==> config.mk <==
export PLATFORM = sky130hd
export DESIGN_NAME = leader_key_sequence_matcher_top
export DESIGN_NICKNAME = d
export VERILOG_FILES = /design/src/sv/lksm_pkg.sv /design/src/sv/leader_key_sequence_matcher_top.sv /design/src/sv/lksm_front.sv /design/src/sv/lksm_queue.sv /design/src/sv/lksm_back.sv
export SDC_FILE = /design/constraint.sdc
export NUM_CORES = 2
export LEC_CHECK = 0
export BUFFER_PORTS_ARGS = -buffer_cell sky130_fd_sc_hd__buf_2
export CORE_MARGIN = 1.5
export CORE_UTILIZATION = 30
export DETAILED_ROUTE_END_ITERATION = 8
export PLACE_DENSITY = 0.56
export SETUP_SLACK_MARGIN = 0.2
export SLEW_MARGIN = 20
export SYNTH_ARGS = -nofsm -noshare
export SYNTH_HDL_FRONTEND = slang
export SYNTH_SLANG_ARGS = --single-unit
==> constraint.sdc <==
create_clock -name clk -period 6 [get_ports clk]
set_input_delay 0.3 -clock clk [delete_from_list [all_inputs] [get_ports clk]]
set_output_delay 0.3 -clock clk [all_outputs]
set_load 0.05 [all_outputs]
==> src/sv/lksm_pkg.sv <==
// Shared types, register indexes, opcodes and defaults of the leader-key matcher.
package lksm_pkg;

    localparam int MAX_SEQ_LEN_DEF  = 4;
    localparam int DICT_ENTRIES_DEF = 16;
    localparam int KEY_BITS_DEF     = 16;

    localparam int FIELD_W   = 16;
    localparam int REG_IDX_W = 2;

    localparam logic [REG_IDX_W-1:0] REG_TIMEOUT     = 2'd0;
    localparam logic [REG_IDX_W-1:0] REG_LEADER_LOW  = 2'd1;
    localparam logic [REG_IDX_W-1:0] REG_LEADER_HIGH = 2'd2;

    localparam logic [1:0] OP_KEY        = 2'd0;
    localparam logic [1:0] OP_TICK       = 2'd1;
    localparam logic [1:0] OP_DICT_WRITE = 2'd2;

    localparam logic [FIELD_W-1:0] TIMEOUT_RESET     = 16'd1000;
    localparam logic [FIELD_W-1:0] LEADER_LOW_RESET  = 16'hFFFF;
    localparam logic [FIELD_W-1:0] LEADER_HIGH_RESET = 16'h0000;

    typedef enum logic [2:0] {
        CMD_NONE,
        CMD_WRITE,
        CMD_TICK,
        CMD_IDLE_EVT,
        CMD_KEY
    } cmd_kind_t;

    typedef struct packed {
        cmd_kind_t          kind;
        logic [FIELD_W-1:0] key;
        logic               leader;
        logic               now;
        logic               prev;
        logic [3:0]         entry;
        logic [2:0]         slot;
    } cmd_t;

    typedef struct packed {
        logic empty;
        logic full;
    } q_status_t;

endpackage

==> src/sv/leader_key_sequence_matcher_top.sv <==
// Top level of the leader-key sequence matcher: config registers, front, queue, back.
// A write, tick, idle or held event passes the front register and the queue, and its result is registered.
// A lookup (press or release in an active sequence) walks the dictionary one key slot read at a time,
// each read passing the read and check states, with at most DICT_ENTRIES*(MAX_SEQ_LEN+2) reads.
// Throughput: one request at a time; busy stays high until the back end is idle again.
// Reset: asynchronous, clears sequence state and dictionary valid bits at once, no sweep.
// Results show for one cycle on done; the receiver cannot stall them.
module leader_key_sequence_matcher_top
    import lksm_pkg::*;
#(
    parameter int MAX_SEQ_LEN  = MAX_SEQ_LEN_DEF,
    parameter int DICT_ENTRIES = DICT_ENTRIES_DEF,
    parameter int KEY_BITS     = KEY_BITS_DEF
)
(
    input  logic                 clk,
    input  logic                 rst_n,
    input  logic                 start,
    output logic                 busy,
    input  logic [1:0]           op,
    input  logic [FIELD_W-1:0]   key_code,
    input  logic                 pressed_now,
    input  logic                 pressed_before,
    input  logic                 injected,
    input  logic [3:0]           entry_index,
    input  logic [2:0]           key_slot,
    input  logic                 cfg_we,
    input  logic [REG_IDX_W-1:0] cfg_index,
    input  logic [FIELD_W-1:0]   cfg_data,
    output logic                 done,
    output logic                 consumed,
    output logic                 fire,
    output logic [3:0]           fire_entry
);

    logic [FIELD_W-1:0] timeout_reg, leader_low_reg, leader_high_reg;
    logic               accept;
    logic               front_pending;
    logic               push;
    cmd_t               push_cmd;
    logic               pop;
    cmd_t               pop_cmd;
    q_status_t          q_status;
    logic               back_busy;

    // a request is taken only when nothing is in flight anywhere
    assign busy   = front_pending || !q_status.empty || back_busy;
    assign accept = start && !busy;

    // configuration writes land directly; unknown indexes are dropped
    always_ff @(posedge clk or negedge rst_n)
    begin
        if (!rst_n)
        begin
            timeout_reg     <= TIMEOUT_RESET;
            leader_low_reg  <= LEADER_LOW_RESET;
            leader_high_reg <= LEADER_HIGH_RESET;
        end
        else if (cfg_we)
        begin
            case (cfg_index)
                REG_TIMEOUT:     timeout_reg     <= cfg_data;
                REG_LEADER_LOW:  leader_low_reg  <= cfg_data;
                REG_LEADER_HIGH: leader_high_reg <= cfg_data;
                default:         ;
            endcase
        end
    end

    // front end: hold the request and classify it
    lksm_front #(
        .MAX_SEQ_LEN  (MAX_SEQ_LEN),
        .DICT_ENTRIES (DICT_ENTRIES),
        .KEY_BITS     (KEY_BITS)
    ) u_front (
        .clk            (clk),
        .rst_n          (rst_n),
        .accept         (accept),
        .op             (op),
        .key_code       (key_code),
        .pressed_now    (pressed_now),
        .pressed_before (pressed_before),
        .injected       (injected),
        .entry_index    (entry_index),
        .key_slot       (key_slot),
        .leader_low     (leader_low_reg),
        .leader_high    (leader_high_reg),
        .q_status       (q_status),
        .pending        (front_pending),
        .push           (push),
        .push_cmd       (push_cmd)
    );

    // decoupling queue
    lksm_queue u_queue (
        .clk      (clk),
        .rst_n    (rst_n),
        .push     (push),
        .push_cmd (push_cmd),
        .pop      (pop),
        .pop_cmd  (pop_cmd),
        .status   (q_status)
    );

    // back end: advance sequence state, run dictionary lookups, drive results
    lksm_back #(
        .MAX_SEQ_LEN  (MAX_SEQ_LEN),
        .DICT_ENTRIES (DICT_ENTRIES),
        .KEY_BITS     (KEY_BITS)
    ) u_back (
        .clk           (clk),
        .rst_n         (rst_n),
        .timeout_ticks (timeout_reg),
        .q_status      (q_status),
        .cmd           (pop_cmd),
        .pop           (pop),
        .busy          (back_busy),
        .done          (done),
        .consumed      (consumed),
        .fire          (fire),
        .fire_entry    (fire_entry)
    );

endmodule

==> src/sv/lksm_front.sv <==
// Front end: captures a request and classifies it into a command.
module lksm_front
    import lksm_pkg::*;
#(
    parameter int MAX_SEQ_LEN  = MAX_SEQ_LEN_DEF,
    parameter int DICT_ENTRIES = DICT_ENTRIES_DEF,
    parameter int KEY_BITS     = KEY_BITS_DEF
)
(
    input  logic               clk,
    input  logic               rst_n,
    input  logic               accept,
    input  logic [1:0]         op,
    input  logic [FIELD_W-1:0] key_code,
    input  logic               pressed_now,
    input  logic               pressed_before,
    input  logic               injected,
    input  logic [3:0]         entry_index,
    input  logic [2:0]         key_slot,
    input  logic [FIELD_W-1:0] leader_low,
    input  logic [FIELD_W-1:0] leader_high,
    input  q_status_t          q_status,
    output logic               pending,
    output logic               push,
    output cmd_t               push_cmd
);

    localparam int SLOTS = MAX_SEQ_LEN + 2;
    localparam logic [FIELD_W-1:0] KEY_MASK = FIELD_W'((17'd1 << KEY_BITS) - 17'd1);

    logic               valid_reg, valid_next;
    cmd_t               cmd_reg;
    cmd_t               cls;
    logic [FIELD_W-1:0] key_m;

    always_comb
    begin
        key_m      = key_code & KEY_MASK;
        cls.key    = key_m;
        cls.leader = (key_m >= leader_low) && (key_m <= leader_high);
        cls.now    = pressed_now;
        cls.prev   = pressed_before;
        cls.entry  = entry_index;
        cls.slot   = key_slot;
        case (op)
            OP_DICT_WRITE:
                cls.kind = ((32'(entry_index) < DICT_ENTRIES) && (32'(key_slot) < SLOTS))
                           ? CMD_WRITE : CMD_NONE;
            OP_TICK:
                cls.kind = CMD_TICK;
            OP_KEY:
                if (injected)
                    cls.kind = CMD_NONE;
                else if (!pressed_now && !pressed_before)
                    cls.kind = CMD_IDLE_EVT;
                else
                    cls.kind = CMD_KEY;
            default:
                cls.kind = CMD_NONE;
        endcase
    end

    assign push     = valid_reg && !q_status.full;
    assign push_cmd = cmd_reg;
    assign pending  = valid_reg;

    always_comb
    begin
        valid_next = valid_reg;
        if (accept)
            valid_next = 1'b1;
        else if (push)
            valid_next = 1'b0;
    end

    always_ff @(posedge clk or negedge rst_n)
    begin
        if (!rst_n)
            valid_reg <= 1'b0;
        else
            valid_reg <= valid_next;
    end

    always_ff @(posedge clk)
    begin
        if (accept)
            cmd_reg <= cls;
    end

endmodule

==> src/sv/lksm_queue.sv <==
// Two-entry command queue between the front end and the sequencer.
module lksm_queue
    import lksm_pkg::*;
(
    input  logic      clk,
    input  logic      rst_n,
    input  logic      push,
    input  cmd_t      push_cmd,
    input  logic      pop,
    output cmd_t      pop_cmd,
    output q_status_t status
);

    cmd_t       slots_reg [2];
    logic       wr_ptr_reg, rd_ptr_reg;
    logic [1:0] count_reg, count_next;

    assign pop_cmd      = slots_reg[rd_ptr_reg];
    assign status.empty = (count_reg == 2'd0);
    assign status.full  = (count_reg == 2'd2);

    always_comb
    begin
        count_next = count_reg;
        if (push && !pop)
            count_next = count_reg + 2'd1;
        else if (pop && !push)
            count_next = count_reg - 2'd1;
    end

    always_ff @(posedge clk or negedge rst_n)
    begin
        if (!rst_n)
        begin
            wr_ptr_reg <= 1'b0;
            rd_ptr_reg <= 1'b0;
            count_reg  <= 2'd0;
        end
        else
        begin
            count_reg <= count_next;
            if (push)
                wr_ptr_reg <= !wr_ptr_reg;
            if (pop)
                rd_ptr_reg <= !rd_ptr_reg;
        end
    end

    always_ff @(posedge clk)
    begin
        if (push)
            slots_reg[wr_ptr_reg] <= push_cmd;
    end

    a_no_overflow: assert property (@(posedge clk) disable iff (!rst_n)
        push |-> !status.full)
        else $error("queue push while full");

    a_no_underflow: assert property (@(posedge clk) disable iff (!rst_n)
        pop |-> !status.empty)
        else $error("queue pop while empty");

endmodule

==> src/sv/lksm_back.sv <==
// Back end: sequence state, dictionary memory and the lookup sequencer.
module lksm_back
    import lksm_pkg::*;
#(
    parameter int MAX_SEQ_LEN  = MAX_SEQ_LEN_DEF,
    parameter int DICT_ENTRIES = DICT_ENTRIES_DEF,
    parameter int KEY_BITS     = KEY_BITS_DEF
)
(
    input  logic               clk,
    input  logic               rst_n,
    input  logic [FIELD_W-1:0] timeout_ticks,
    input  q_status_t          q_status,
    input  cmd_t               cmd,
    output logic               pop,
    output logic               busy,
    output logic               done,
    output logic               consumed,
    output logic               fire,
    output logic [3:0]         fire_entry
);

    localparam int SLOTS  = MAX_SEQ_LEN + 2;
    localparam int DEPTH  = DICT_ENTRIES * SLOTS;
    localparam int ADDR_W = $clog2(DEPTH);
    localparam int SLOT_W = $clog2(SLOTS);
    localparam int TK_W   = $clog2(MAX_SEQ_LEN + 1);
    localparam int E_W    = $clog2(DICT_ENTRIES + 1);

    typedef enum logic [2:0] {
        ST_IDLE = 3'b001,
        ST_RD   = 3'b010,
        ST_CK   = 3'b100
    } state_t;

    state_t              state_reg, state_next;
    logic [KEY_BITS-1:0] tk_reg [MAX_SEQ_LEN+1];
    logic [SLOT_W-1:0]   pos_reg, pos_next;
    logic [FIELD_W-1:0]  tl_reg, tl_next, tl_dec;
    logic [E_W-1:0]      e_reg, e_next;
    logic [SLOT_W-1:0]   i_reg, i_next;
    logic                rel_reg, rel_next;
    logic                done_reg, done_next;
    logic                cons_reg, cons_next;
    logic                fire_reg, fire_next;
    logic [3:0]          act_reg, act_next;

    logic                tk_we;
    logic [TK_W-1:0]     tk_widx;
    logic [KEY_BITS-1:0] tk_wdata;

    logic [KEY_BITS-1:0] mem [DEPTH];
    logic                vld_reg [DEPTH];
    logic [KEY_BITS-1:0] rdata_reg;
    logic                rvld_reg;
    logic                we;
    logic [ADDR_W-1:0]   waddr, raddr;
    logic [KEY_BITS-1:0] d;
    logic                active;

    assign active = (tk_reg[0] != '0);
    assign d      = rvld_reg ? rdata_reg : '0;
    assign pop    = (state_reg == ST_IDLE) && !q_status.empty;
    assign busy   = (state_reg != ST_IDLE);
    assign waddr  = ADDR_W'(32'(cmd.entry) * SLOTS + 32'(cmd.slot));
    assign raddr  = ADDR_W'(32'(e_reg) * SLOTS + 32'(i_reg));

    assign done       = done_reg;
    assign consumed   = cons_reg;
    assign fire       = fire_reg;
    assign fire_entry = act_reg;

    always_comb
    begin
        state_next = state_reg;
        pos_next   = pos_reg;
        tl_next    = tl_reg;
        e_next     = e_reg;
        i_next     = i_reg;
        rel_next   = rel_reg;
        done_next  = 1'b0;
        cons_next  = 1'b0;
        fire_next  = 1'b0;
        act_next   = 4'd0;
        tk_we      = 1'b0;
        tk_widx    = '0;
        tk_wdata   = '0;
        we         = 1'b0;
        tl_dec     = (tl_reg != '0) ? tl_reg - 16'd1 : '0;
        case (state_reg)
            ST_IDLE:
            begin
                if (pop)
                begin
                    case (cmd.kind)
                        CMD_WRITE:
                        begin
                            we        = 1'b1;
                            done_next = 1'b1;
                        end
                        CMD_TICK:
                        begin
                            done_next = 1'b1;
                            if (active)
                            begin
                                tl_next = tl_dec;
                                if (tl_dec == '0)
                                begin
                                    // timeout expired: drop the sequence
                                    pos_next = '0;
                                    tk_we    = 1'b1;
                                end
                            end
                        end
                        CMD_IDLE_EVT:
                        begin
                            done_next = 1'b1;
                            cons_next = cmd.leader;
                        end
                        CMD_KEY:
                        begin
                            if (!active)
                            begin
                                done_next = 1'b1;
                                cons_next = cmd.leader;
                                if (cmd.leader && !cmd.now && cmd.prev)
                                begin
                                    tl_next  = timeout_ticks;
                                    pos_next = '0;
                                    tk_we    = 1'b1;
                                    tk_wdata = KEY_BITS'(cmd.key);
                                end
                            end
                            else if (cmd.now && !cmd.prev)
                            begin
                                if (pos_reg == SLOT_W'(MAX_SEQ_LEN))
                                begin
                                    // overlong: drop and pass the press on
                                    done_next = 1'b1;
                                    pos_next  = '0;
                                    tk_we     = 1'b1;
                                end
                                else
                                begin
                                    pos_next   = pos_reg + 1'b1;
                                    tl_next    = timeout_ticks;
                                    tk_we      = 1'b1;
                                    tk_widx    = TK_W'(pos_reg + 1'b1);
                                    tk_wdata   = KEY_BITS'(cmd.key);
                                    rel_next   = 1'b0;
                                    e_next     = '0;
                                    i_next     = '0;
                                    state_next = ST_RD;
                                end
                            end
                            else if (cmd.now)
                            begin
                                done_next = 1'b1;
                                cons_next = 1'b1;
                            end
                            else
                            begin
                                rel_next   = 1'b1;
                                e_next     = '0;
                                i_next     = '0;
                                state_next = ST_RD;
                            end
                        end
                        default:
                            done_next = 1'b1;
                    endcase
                end
            end
            ST_RD:
                state_next = ST_CK;
            ST_CK:
            begin
                if ((i_reg == '0) && (d == '0))
                begin
                    // end of dictionary: no match
                    done_next  = 1'b1;
                    pos_next   = '0;
                    tk_we      = 1'b1;
                    state_next = ST_IDLE;
                end
                else if (i_reg <= pos_reg)
                begin
                    if (d == tk_reg[i_reg[TK_W-1:0]])
                    begin
                        i_next     = i_reg + 1'b1;
                        state_next = ST_RD;
                    end
                    else if (e_reg == E_W'(DICT_ENTRIES - 1))
                    begin
                        done_next  = 1'b1;
                        pos_next   = '0;
                        tk_we      = 1'b1;
                        state_next = ST_IDLE;
                    end
                    else
                    begin
                        e_next     = e_reg + 1'b1;
                        i_next     = '0;
                        state_next = ST_RD;
                    end
                end
                else
                begin
                    // prefix matched; the next slot tells full from partial
                    done_next  = 1'b1;
                    cons_next  = 1'b1;
                    state_next = ST_IDLE;
                    if ((d == '0) && rel_reg)
                    begin
                        fire_next = 1'b1;
                        act_next  = 4'(e_reg);
                    end
                end
            end
            default:
                state_next = ST_IDLE;
        endcase
    end

    always_ff @(posedge clk or negedge rst_n)
    begin
        if (!rst_n)
        begin
            state_reg <= ST_IDLE;
            pos_reg   <= '0;
            tl_reg    <= '0;
            done_reg  <= 1'b0;
            cons_reg  <= 1'b0;
            fire_reg  <= 1'b0;
            act_reg   <= 4'd0;
            for (int k = 0; k <= MAX_SEQ_LEN; k++)
                tk_reg[k] <= '0;
        end
        else
        begin
            state_reg <= state_next;
            pos_reg   <= pos_next;
            tl_reg    <= tl_next;
            done_reg  <= done_next;
            cons_reg  <= cons_next;
            fire_reg  <= fire_next;
            act_reg   <= act_next;
            if (tk_we)
                tk_reg[tk_widx] <= tk_wdata;
        end
    end

    always_ff @(posedge clk)
    begin
        e_reg   <= e_next;
        i_reg   <= i_next;
        rel_reg <= rel_next;
    end

    // dictionary store; per-slot valid bits give the cleared state at reset
    always_ff @(posedge clk)
    begin
        if (we)
            mem[waddr] <= KEY_BITS'(cmd.key);
        rdata_reg <= mem[raddr];
    end

    always_ff @(posedge clk or negedge rst_n)
    begin
        if (!rst_n)
        begin
            rvld_reg <= 1'b0;
            for (int k = 0; k < DEPTH; k++)
                vld_reg[k] <= 1'b0;
        end
        else
        begin
            rvld_reg <= vld_reg[raddr] && !(we && (waddr == raddr));
            if (we)
                vld_reg[waddr] <= 1'b1;
        end
    end

    a_fire_consumed: assert property (@(posedge clk) disable iff (!rst_n)
        (done_reg && fire_reg) |-> cons_reg)
        else $error("fire without consume");

    a_pos_bound: assert property (@(posedge clk) disable iff (!rst_n)
        pos_reg <= SLOT_W'(MAX_SEQ_LEN))
        else $error("typed position out of range");

    a_read_then_check: assert property (@(posedge clk) disable iff (!rst_n)
        (state_reg == ST_RD) |=> (state_reg == ST_CK))
        else $error("memory read not followed by check");

endmodule
* Word-level counts from Yosys, hierarchy flattened
Memory sizes are Yosys's and may differ from the RTL's. A register that Yosys moved wholly into a read port is not among the register bits.
Cells that the tools add are included.
** Storage, ports and cells
- Register bits after elaboration :: 297
- Memory bits (writable) :: 1594
- Input port bits :: 50
- Output and inout port bits :: 8
- Word-level logic and storage cells :: 376
- Memories :: 2
** Operators by class
- $add $sub $neg :: 8
- Multipliers :: 2
- Order comparisons :: 10
- Eq/ne operators :: 41
- Multiplexer cells :: 131
- Bitwise operators :: 5
- Reductions and logical operators :: 51
** Memories
- u_back.mem :: depth 96, bits a word 16, rd ports 1, clocked after memory_dff 1, wr ports 1, RTL line lksm_back.sv:52 : logic [KEY_BITS-1:0] mem [DEPTH];
- u_queue.slots_reg :: depth 2, bits a word 29, rd ports 1, clocked after memory_dff 0, wr ports 1, RTL line lksm_queue.sv:14 : cmd_t slots_reg [2];
** Operator list (number)
- $mux 16 :: 17
- $mux 3 :: 37
- $or 96x96->96 :: 1
- $bwmux 80 :: 1
- $mux 5 :: 10
- $bmux 16 s3 :: 1
- $demux 16 s3 :: 1
- $mux 1 :: 43
- $logic_not 16->1 :: 2
- $pmux 16 s2 :: 1
- $reduce_bool 16->1 :: 2
- $reduce_and 10->1 :: 2
- $ne 3x3->1 const B :: 6
- $pmux 3 s2 :: 3
- $pmux 3 s3 :: 2
- $eq 16x16->1 :: 1
- $ge 16x16->1 :: 1
- $ge 8x8->1 const B :: 2
- $le 16x16->1 :: 1
- $logic_and 1x1->1 :: 16
- $mux 4 :: 4
- $not 7->8 :: 2
- $sub 16x1->16 const B :: 1
- $add 7x3->7 :: 2
- other kinds (40) :: 89

* Depth between registers and ports, before layout
An unclocked memory read counts as a cell.
- Word-level depth :: 14
- Depth in mapped cells :: 16
- Depth with buffers taken out :: 10

* Hierarchy
A second synthesis with hierarchy kept.
** Second synthesis, totals
- Cell total of the unflattened synthesis :: 3776
- Area total of the unflattened synthesis :: 76234.4 um2
** By module, submodules not included
- lksm_back :: instances 1, cells an instance 3416, area an instance 70249.9 um2, seq. area each 51871.0 um2
- lksm_queue :: instances 1, cells an instance 106, area an instance 2397.3 um2, seq. area each 1841.8 um2
- leader_key_sequence_matcher_top :: instances 1, cells an instance 105, area an instance 1859.3 um2, seq. area each 1228.7 um2
- lksm_front :: instances 1, cells an instance 149, area an instance 1727.9 um2, seq. area each 895.9 um2

* Worst setup path after synthesis
Ideal clock, no wire load.
- Path type :: register -> register
- Start :: reg u_queue.rd_ptr_reg
- End :: mem u_back.mem[48][0] (netlist name) (enable)
- Setup time :: 388 ps
- Arrival time :: 4348 ps
- Data required time :: 5612 ps
- Path slack :: 1263 ps
- Cell stages (with the launch flop) :: 14
- Path buffers :: 4
- Clock period less this slack :: 4737 ps
- Path through :: dfrtp_1 -> buf_2 -> buf_1 -> buf_1 -> mux2_2 -> ha_1 -> fa_1 -> xor2_1 -> nor3_1 -> xnor3_1 -> nor2b_1 -> nand2_1 -> clkbuf_1 -> nor2_1
** Between the ends
- Cells in the longest elaborated chain, start to end :: 7
- Elaborated cells between the ends (all ways) :: 9
- Those cells by class :: add/sub: 1; mul: 1; eq/ne: 1; mux: 5; memory: 1
** RTL lines
- start: declaration :: RTL line lksm_queue.sv:15 : logic wr_ptr_reg, rd_ptr_reg;
- start signal: assignment :: RTL line lksm_queue.sv:45 : rd_ptr_reg <= !rd_ptr_reg;
- $mem_v2 2x29 (*)
- branches (longest 6 deep; another with $add 7x3->7)
- end: declaration :: RTL line lksm_back.sv:52
Every way passes the cells marked *.

* Worst setup path after layout
- Start :: reg u_queue.rd_ptr_reg
- End :: mem u_back.mem[64][2] (netlist name) (enable)
The elaborated chain is that of the path after synthesis.

==> impl_metrics.env <==
export IMPL_reg2reg_setup_slack_ns=1.27
export IMPL_syn_inst=3782
export IMPL_fin_util_pct=34.9
export IMPL_yosysTopAreaCell="edfxtp_1"
export IMPL_synth_seq_area_share_pct=72.8
export IMPL_switchingPower_uw=12800
export IMPL_grt_pass1_vias=38300
export IMPL_routed_wl_um=192000
export IMPL_die_h_um=509
export IMPL_cts_sinks=1907
export IMPL_grt_max_degree=109
export IMPL_power_density_nw_per_um2=446
export IMPL_fmax_ghz=0.211
export IMPL_drive_gt1_share_pct=31.7
export IMPL_antenna_found_initial=11
export IMPL_critical_path_startpoint_type="flop"
export IMPL_core_um2=254000
export IMPL_grt_pass1_wl_um=279000
export IMPL_ys_seq_elements=1907
export IMPL_synth_most_common_cell="edfxtp_1"
export IMPL_wl_met2_um=92300
export IMPL_cp_end_kind="flop"
export IMPL_status="finished clean"
export IMPL_grt_overflow=0
export IMPL_syn_to_final_growth_pct=15.8
export IMPL_synth_edf_count=1632
export IMPL_r2r_cells=10
export IMPL_avgSynthCellArea_um2=20.3
export IMPL_postCtsSetupBuffers=0
export IMPL_path_class="reg2reg"
export IMPL_wl_met3_um=9950
export IMPL_rsz0062_at_grt="no"
export IMPL_syn_area_um2=76700
export IMPL_vias=37800
export IMPL_holdWs_ns=0.105
export IMPL_intPower_uw=26900
export IMPL_r2r_start="u_queue.rd_ptr_reg"
export IMPL_drt_met1_wl_um=85400
export IMPL_drv_cap=0
export IMPL_wl_per_cell_um=25.3
export IMPL_via_per_inst=4.99
export IMPL_fp_dieW_um=509
export IMPL_post_cts_resized=0
export IMPL_finalCritPeriodShare_pct=78.8
export IMPL_hold_class="in2async"
export IMPL_clock_latency_ns=0.84
export IMPL_cts_tree="done"
export IMPL_maxSlewHeadroom_pct=25.4
export IMPL_detailed_place_hpwl_um=119000
export IMPL_fin_crit_ns=4.73
export IMPL_worst_pin_slew_ns=1.12
export IMPL_ant_nets=0
export IMPL_gp_congestion=0.809
export IMPL_clock_path_buffers=3
export IMPL_htreeDepth=4
export IMPL_slew_violations=0
export IMPL_rows=185
export IMPL_power_total_uw=39600
export IMPL_top_layer="met4"
export IMPL_power_leakage_uw=0.0294
export IMPL_setup_viol=0
export IMPL_portBuffers=57
export IMPL_synth_top_cell_area_share_pct=63.9
export IMPL_ioPinCount=58
export IMPL_arrival_ns=5.15
export IMPL_track_usage_pct=14.7
export IMPL_clock_skew_ns=0.0388
export IMPL_postSynth_asyncResetShare_pct=13.6
export IMPL_swShare_pct=32.3
export IMPL_postCtsHoldBufs=49
export IMPL_cp_max_fo=17
export IMPL_worstPathRequired_ns=6.43
export IMPL_finalHoldViolCount=0
export IMPL_setup_tns_final_ns=0
export IMPL_numCtsBuffers=188
export IMPL_yosysWarnings=0
export IMPL_dieArea_um2=259000
export IMPL_root_buffer="clkbuf_16"
export IMPL_synthFlopType="edfxtp_1"
export IMPL_pwr_share_clk_pct=29.9
export IMPL_synthTopCellsByCount="1632 x edfxtp_1, 508 x mux4_2, 236 x dfrtp_1, 170 x mux2_2, 148 x nor2_1"
export IMPL_largest_reg_flops=1536
export IMPL_initial_utilization_pct=30.2
export IMPL_power_frac_comb_pct=27.6
export IMPL_cp_startpoint="u_queue.rd_ptr_reg"
export IMPL_worstReg2RegEnd="u_back.mem[64][2]"
export IMPL_drtPass1Iterations=6
export IMPL_clk_pin_slew_ns=0.06
export IMPL_drc=0
export IMPL_p_seq_share_pct=42.5
export IMPL_synth_cell_types=74
export IMPL_syn_num_nets=3891
export IMPL_synthTopCellsByArea="edfxtp_1 64%, mux4_2 15%, dfrtp_1 7.7%"
export IMPL_drt_iter0_drc=3912
export IMPL_ir_drop_v=0.000328
export IMPL_fin_nets=4165
-- power by group through the flow --
stage | clock (uW) | combinational (uW) | sequential (uW)
2_1_floorplan | 0 | 6380 | 16800
3_3_place_gp | 0 | 11000 | 17100
3_5_place_dp | 0 | 11100 | 17100
4_1_cts | 12100 | 11100 | 16800
5_1_grt | 12600 | 11600 | 16900
6_report | 11800 | 11000 | 16800
-- through the flow --
step | std cells | setup WS [ns] | cell area (um^2)
2_1_floorplan | 3782 | 1.26 | 76700
6_report | 7588 | 1.27 | 88800
4_1_cts | 7586 | 1.24 | 88800
5_1_grt | 7587 | 1.04 | 88800
3_3_place_gp | 7183 | 1.29 | 82100
3_5_place_dp | 7183 | 1.28 | 82100
-- worst max-delay path, cell delays in order (launching register included) --
cell	delay [ns]
dfrtp_2	0.64
mux2_2	0.43
ha_1	0.25
fa_1	0.62
inv_1	0.11
nor3_1	0.28
xnor3_1	0.34
a31oi_2	0.17
buf_4	0.19
nand2_1	0.33
nor2_2	0.94
-- metal layers --
metal	vias to the layer above	track usage, %
li1	16100	-
met1	20500	20.9
met2	1054	23.8
met3	234	2.13
met4	0	3.64
met5	-	0
-- how the worst max path moves through the flow --
stage                          endpoint  slack (ns)  cells past startpoint
floorplan             u_back.mem[48][0]        1.26                     13
global placement    u_back.rdata_reg[6]        1.29                     10
detailed placement  u_back.rdata_reg[6]        1.28                     10
CTS                 u_back.rdata_reg[6]        1.24                     10
global route        u_back.rdata_reg[2]        1.04                     10
finish                u_back.mem[64][2]        1.27                     10
-- cells in the final DEF, fill, tap and decap left out, types with 29 or more instances in the layout --
cell and instances:
dlygate4sd3_1 49, or2_2 33, mux4_2 508, buf_4 163, a21oi_1 29, clkinv_2 33
nor2_1 90, dfrtp_1 235, inv_1 63, mux2_2 154, clkbuf_16 193, o21bai_1 65
ha_1 54, edfxtp_1 1632, clkbuf_1 44, buf_2 56, nand2_1 96, nor2_2 59
o211ai_1 32, mux2i_1 81, o21ai_0 47
-- cell type report --
cell class	count	area (um^2)
inverters	64	240
flip-flops and latches	1907	55800
clock buffers	251	5190
repair buffers	283	2290
well taps	3366	4210
diodes	2	5.00
clock inverters	103	1050
multi-input cells	1612	20000
fillers	23600	165000
-- cells by family (layout without fill, tap and decap cells) --
| family | Yosys count | after routing | synth area share [%] |
|---|---|---|---|
| flip-flops | 1907 | 1907 | 72.8 |
| multiplexers | 759 | 759 | 18.5 |
| AND/OR/NAND/NOR | 461 | 461 | 3.06 |
| AO/OA/AOI/OAI | 307 | 307 | 2.81 |
| buffers and inverters | 263 | 701 | 1.48 |
| adder cells (fa/ha/maj) | 59 | 59 | 1.00 |
| XOR/XNOR | 26 | 26 | 0.343 |
| other | 0 | 2 | 0 |
No activity file was read; power rests on OpenSTA's default activity.
